==> config.mk <==
export PLATFORM = sky130hd
export DESIGN_NAME = sgb_hcell
export DESIGN_NICKNAME = d
export VERILOG_FILES = /design/src/design/sgb_pkg.sv /design/src/design/sgb_hcell.sv
export SDC_FILE = /design/constraint.sdc
export NUM_CORES = 1
export LEC_CHECK = 0
export BUFFER_PORTS_ARGS = -buffer_cell sky130_fd_sc_hd__buf_2
export CORE_ASPECT_RATIO = 0.75
export CORE_MARGIN = 2
export CORE_UTILIZATION = 40
export DETAILED_ROUTE_END_ITERATION = 8
export GPL_TIMING_DRIVEN = 1
export MAX_ROUTING_LAYER = met4
export PLACE_DENSITY_LB_ADDON = 0.12
export SYNTH_ARGS = -nofsm -noshare
export SYNTH_HDL_FRONTEND = slang
export SYNTH_SLANG_ARGS = --single-unit
==> constraint.sdc <==
create_clock -name clk -period 6.8 [get_ports clk]
set_clock_uncertainty 0.2 [all_clocks]
set_input_delay 0.34 -clock clk [delete_from_list [all_inputs] [get_ports clk]]
set_output_delay 0.34 -clock clk [all_outputs]
set_load 0.05 [all_outputs]
==> src/design/sgb_pkg.sv <==
// Shared constants, types and the weight selector of the blur unit.
package sgb_pkg;

  localparam int MAX_WIDTH  = 1024;
  localparam int MAX_HEIGHT = 1024;
  localparam int MAX_RADIUS = 7;
  localparam int TAPS       = 2 * MAX_RADIUS + 1;
  localparam int SLOTS      = 3 * MAX_RADIUS + 1;

  localparam int XW      = $clog2(MAX_WIDTH);
  localparam int SLOT_W  = $clog2(SLOTS);
  localparam int TAP_W   = $clog2(TAPS);
  localparam int DIM_W   = 11;
  localparam int RAD_W   = 3;
  localparam int WGT_W   = 64;
  localparam int PIX_W   = 8;
  localparam int COEF_W  = 16;
  localparam int HSUM_W  = 16;
  localparam int HPROD_W = PIX_W + COEF_W;
  localparam int VPROD_W = HSUM_W + COEF_W;
  localparam int CNT_W   = 21;
  localparam int OCNT_W  = 20;
  localparam int LAG_W   = 13;
  localparam int CIDX_W  = 3;

  // Register indexes of the configuration port.
  typedef enum logic [CIDX_W-1:0] {
    REG_WIDTH   = 3'd0,
    REG_HEIGHT  = 3'd1,
    REG_RADIUS  = 3'd2,
    REG_WLOW    = 3'd3,
    REG_WHIGH   = 3'd4
  } reg_idx_t;

  // Controls for the horizontal cell row.
  typedef struct packed {
    logic shift;
    logic clr;
    logic wipe;
    logic mul;
  } hctl_t;

  // Controls for the vertical cell row.
  typedef struct packed {
    logic we;
    logic rd;
    logic mul;
  } vctl_t;

  // Q1.15 weight of distance d from the two packed weight registers.
  function automatic logic [COEF_W-1:0] tap_weight(input logic [WGT_W-1:0] wl,
                                                   input logic [WGT_W-1:0] wh,
                                                   input logic [2:0] d);
    logic [WGT_W-1:0] src;
    src = d[2] ? wh : wl;
    return src[{d[1:0], 4'b0000} +: COEF_W];
  endfunction

endpackage

==> src/design/sgb_hcell.sv <==
// One horizontal cell: a row window tap with its own weight multiplier.
module sgb_hcell (
  input  logic                        clk,
  input  logic                        rst_n,
  input  sgb_pkg::hctl_t              ctl,
  input  logic [sgb_pkg::TAP_W-1:0]   cell_k,
  input  logic [2:0]                  tgt_j,
  input  logic [sgb_pkg::RAD_W-1:0]   radius,
  input  logic [sgb_pkg::WGT_W-1:0]   wlow,
  input  logic [sgb_pkg::WGT_W-1:0]   whigh,
  input  logic [sgb_pkg::PIX_W-1:0]   pix_i,
  output logic [sgb_pkg::PIX_W-1:0]   pix_o,
  output logic [sgb_pkg::HPROD_W-1:0] prod_o
);

  logic [sgb_pkg::PIX_W-1:0]   pix_r;
  logic [sgb_pkg::HPROD_W-1:0] prod_r;
  logic signed [5:0]           diff;
  logic                        tap_on;
  logic [2:0]                  mag;
  logic [sgb_pkg::COEF_W-1:0]  wt;

  // The cell's distance from the target column selects its weight.
  always_comb begin
    diff   = $signed({2'b00, cell_k}) - $signed({3'b000, tgt_j});
    tap_on = (diff <= $signed({3'b000, radius}));
    mag    = diff[5] ? 3'(-diff) : diff[2:0];
    wt     = tap_on ? sgb_pkg::tap_weight(wlow, whigh, mag) : '0;
  end

  // Window tap: shifts toward the older end; a new row starts from zeros.
  always_ff @(posedge clk) begin
    if (!rst_n) begin
      pix_r <= '0;
    end else if (ctl.wipe) begin
      pix_r <= '0;
    end else if (ctl.shift) begin
      pix_r <= (ctl.clr && (cell_k != '0)) ? '0 : pix_i;
    end
  end

  // Registered tap product.
  always_ff @(posedge clk) begin
    if (ctl.mul) begin
      prod_r <= {{sgb_pkg::COEF_W{1'b0}}, pix_r} * {{sgb_pkg::PIX_W{1'b0}}, wt};
    end
  end

  assign pix_o  = pix_r;
  assign prod_o = prod_r;

endmodule

==> results.ini <==
[outcome]
status = finished clean

[critical_path]
cp_common_cell = fa_1
cp-end-kind = register
critical_path_class = input pin to register
cp-endpoint = prod_o[22]$_DFFE_PP_
r2r_end = prod_o[22]$_DFFE_PP_
rr_worst_depth = 18
worstPathRequired_ns = 6.64
reg2reg_from = pix_o[5]$_SDFFE_PP0P_
cpPeakStageDelay_ns = 0.54
slowest_stage = fa_2
reg2reg_slack_ns = 1.77
crit_path_start_kind = input pin
cp_max_fo = 4
critical_path_arrival_ns = 6.63
cp-startpoint = cell_k[0]

[yosys]
yosysTopAreaCellShare_pct = 26.9
avgSynthCellArea_um2 = 8.91
yosysWarnings = 0
syn_inst = 711
synth_edf_count = 24
synth_fp_nets = 999
synth_cell_types = 49
ys_seq_area_share_pct = 13.9
synth_seq_cells = 32
synth_area_leaders = fa_1 27%, edfxtp_1 11%, ha_1 10%
syn_area_um2 = 6330
synthFlopType = edfxtp_1
async_reset_ff_share_pct = 0
synth_largest_area_cell = fa_1

[clocking]
cts_htree_levels = 2
cts_made_buffers = 5
cts_sinks = 32
clk_latency_ns = 0.28
clk_pin_slew_ns = 0.06
cts_root_buf = clkbuf_16
hold_buffers = 0
cts_tree = built
clk_path_buf_depth = 2

[power_and_ir_drop]
switchingPower_mw = 0.499
p_per_area_nw_per_um2 = 136
power_frac_seq_pct = 18.5
p_clk_share_pct = 19.7
p_total_mw = 1.24
leakagePower_nw = 4.76
pwr-share-comb_pct = 61.8
power.internal_mw = 0.746
ir_drop_uv = 92.1
power_switching_share_pct = 40.1

[placement]
finalWeightedCongestion = 0.908
port_buffers = 183
place_area_um2 = 8330
post-dp-hpwl_um = 15400

[global_routing]
overflow = 0
first_global_vias = 6656
grt_pass1_wl_um = 31100
grt_use_total_pct = 23.6
antenna_found_initial = 0
grt_start_max_net_pins = 29

[route]
antenna_left = 0
dr.pass1.iters = 5
wl_per_cell_um = 15.6
dr.first_iter.drc_count = 261
drc_errors = 0
routed_via_density = 5.12
via_count = 6282
wirelength_um = 19200

[min_path]
holdPathStages = 3
hp-class = input pin to register
min-delay-start = pix_i[4]

[finish]
stdcell_area_um2 = 9180
antenna_cells = 0
final_cell_mix = 182 x buf_2, 131 x buf_4, 107 x inv_1
syn2layout_area_growth_pct = 45.0
layout_commonest_cell = buf_2
fin_nets = 1308
utilization_pct = 59.7
drive_gt1_share_pct = 42.7
num-fill-cells = 1405

[job]
cap_violations = 0

[sta]
fin_crit_ns = 6.79
setup-violations-final = 0
finalCritPeriodShare_pct = 99.9
slew_headroom_pct = 60.7
hold_slack_ns = 0.0924
hold_violations = 0
grt_setup_unrepaired = true
timing.setup.tns_ns = 0
drv_slew = 0
tightestPinTransition_ns = 0.590
max_clock_freq_mhz = 147

[floorplanning]
start_util_pct = 41.2
rows = 39
die_w_um = 149
die-area_um2 = 16900
coreArea_um2 = 15400
die_h_um = 113
io_pins = 184

## state kept, by name, summed over array words and instances (netlist names)
register  flops
pix_o         8
prod_o       24
## critical path, delay by kind of cell
kind	cells	cell delay [ns]
adders and majority gates	8	3.17
AOI/OAI and AO/OA	8	1.65
buffers and inverters	9	0.66
and+or+nand+nor	3	0.65
xor gates and xnor gates	1	0.12
## logic make-up (layout without fill, tap and decap cells)
logic type	after synthesis	in the layout	synth area share, %
AOI/OAI and AO/OA	107	108	12.9
xor gates and xnor gates	21	21	2.90
adders and majority gates	136	136	36.9
buffers and inverters	137	445	9.28
DFF	32	32	13.9
muxes	50	51	8.18
and+or+nand+nor	228	228	15.9
## cell type report
cell class	count	area [µm²]	share of cell area [%]
Multi-Input combinational cell	544	5370	58.4
Sequential cell	32	881	9.59
Clock inverter	2	11.3	0.123
Tap cell	205	256	2.79
Timing Repair Buffer	325	2090	22.8
Clock buffer	6	150	1.64
Inverter	112	425	4.63
## routing by layer
layer	part of all wire, %	track usage [%]
met2	50	41.8
met5	0	-
met4	1.4	4.19
met3	3.2	2.78
met1	45	29.3
## cell usage after synthesis, types with 9 or more instances
| cell type | instances |
|---|---|
| nor2_1 | 124 |
| inv_1 | 112 |
| fa_1 | 85 |
| ha_1 | 51 |
| mux2i_1 | 48 |
| nand2_1 | 42 |
| a21oi_1 | 29 |
| edfxtp_1 | 24 |
| or2_1 | 20 |
| a32o_1 | 16 |
| a221o_1 | 15 |
| clkbuf_1 | 13 |
| xnor2_1 | 12 |
| nor2b_1 | 11 |
| o21ai_0 | 11 |
| nand4_1 | 9 |
| xor2_1 | 9 |
## power by group through the flow
stage | Sequential [mW] | Combinational (mW) | Clock, mW
final | 0.230 | 0.769 | 0.246
after global routing | 0.231 | 0.832 | 0.256
after CTS | 0.230 | 0.703 | 0.250
after detailed placement | 0.234 | 0.654 | 0
after global placement | 0.234 | 0.648 | 0
after floorplan | 0.280 | 0.354 | 0
## worst min path at each step
stage / to / slack [ns]
2_1_floorplan: prod_o[0]$_DFFE_PP_ / 0.25
3_3_place_gp: pix_o[5]$_SDFFE_PP0P_ / 0.37
3_5_place_dp: pix_o[1]$_SDFFE_PP0P_ / 0.37
4_1_cts: pix_o[3]$_SDFFE_PP0P_ / 0.09
5_1_grt: pix_o[7]$_SDFFE_PP0P_ / 0.12
6_report: pix_o[4]$_SDFFE_PP0P_ / 0.09
## per-stage QoR
stage	cells	setup WS (ns)
6_report	1226	0.00904
3_5_place_dp	1193	-0.759
4_1_cts	1211	-0.00619
5_1_grt	1226	-0.379
3_3_place_gp	1193	-0.614
2_1_floorplan	711	0.00670
## timing repair
| item | CTS | global route |
|---|---|---|
| hold endpoints to repair | 0 | 0 |
| setup buffers | 9 | 14 |
| resized for setup | 29 | 86 |
| gates cloned | 1 | 2 |
| pin swaps | 7 | 49 |
| setup endpoints to repair | 12 | 14 |
Power figures use the tool's default switching activity.
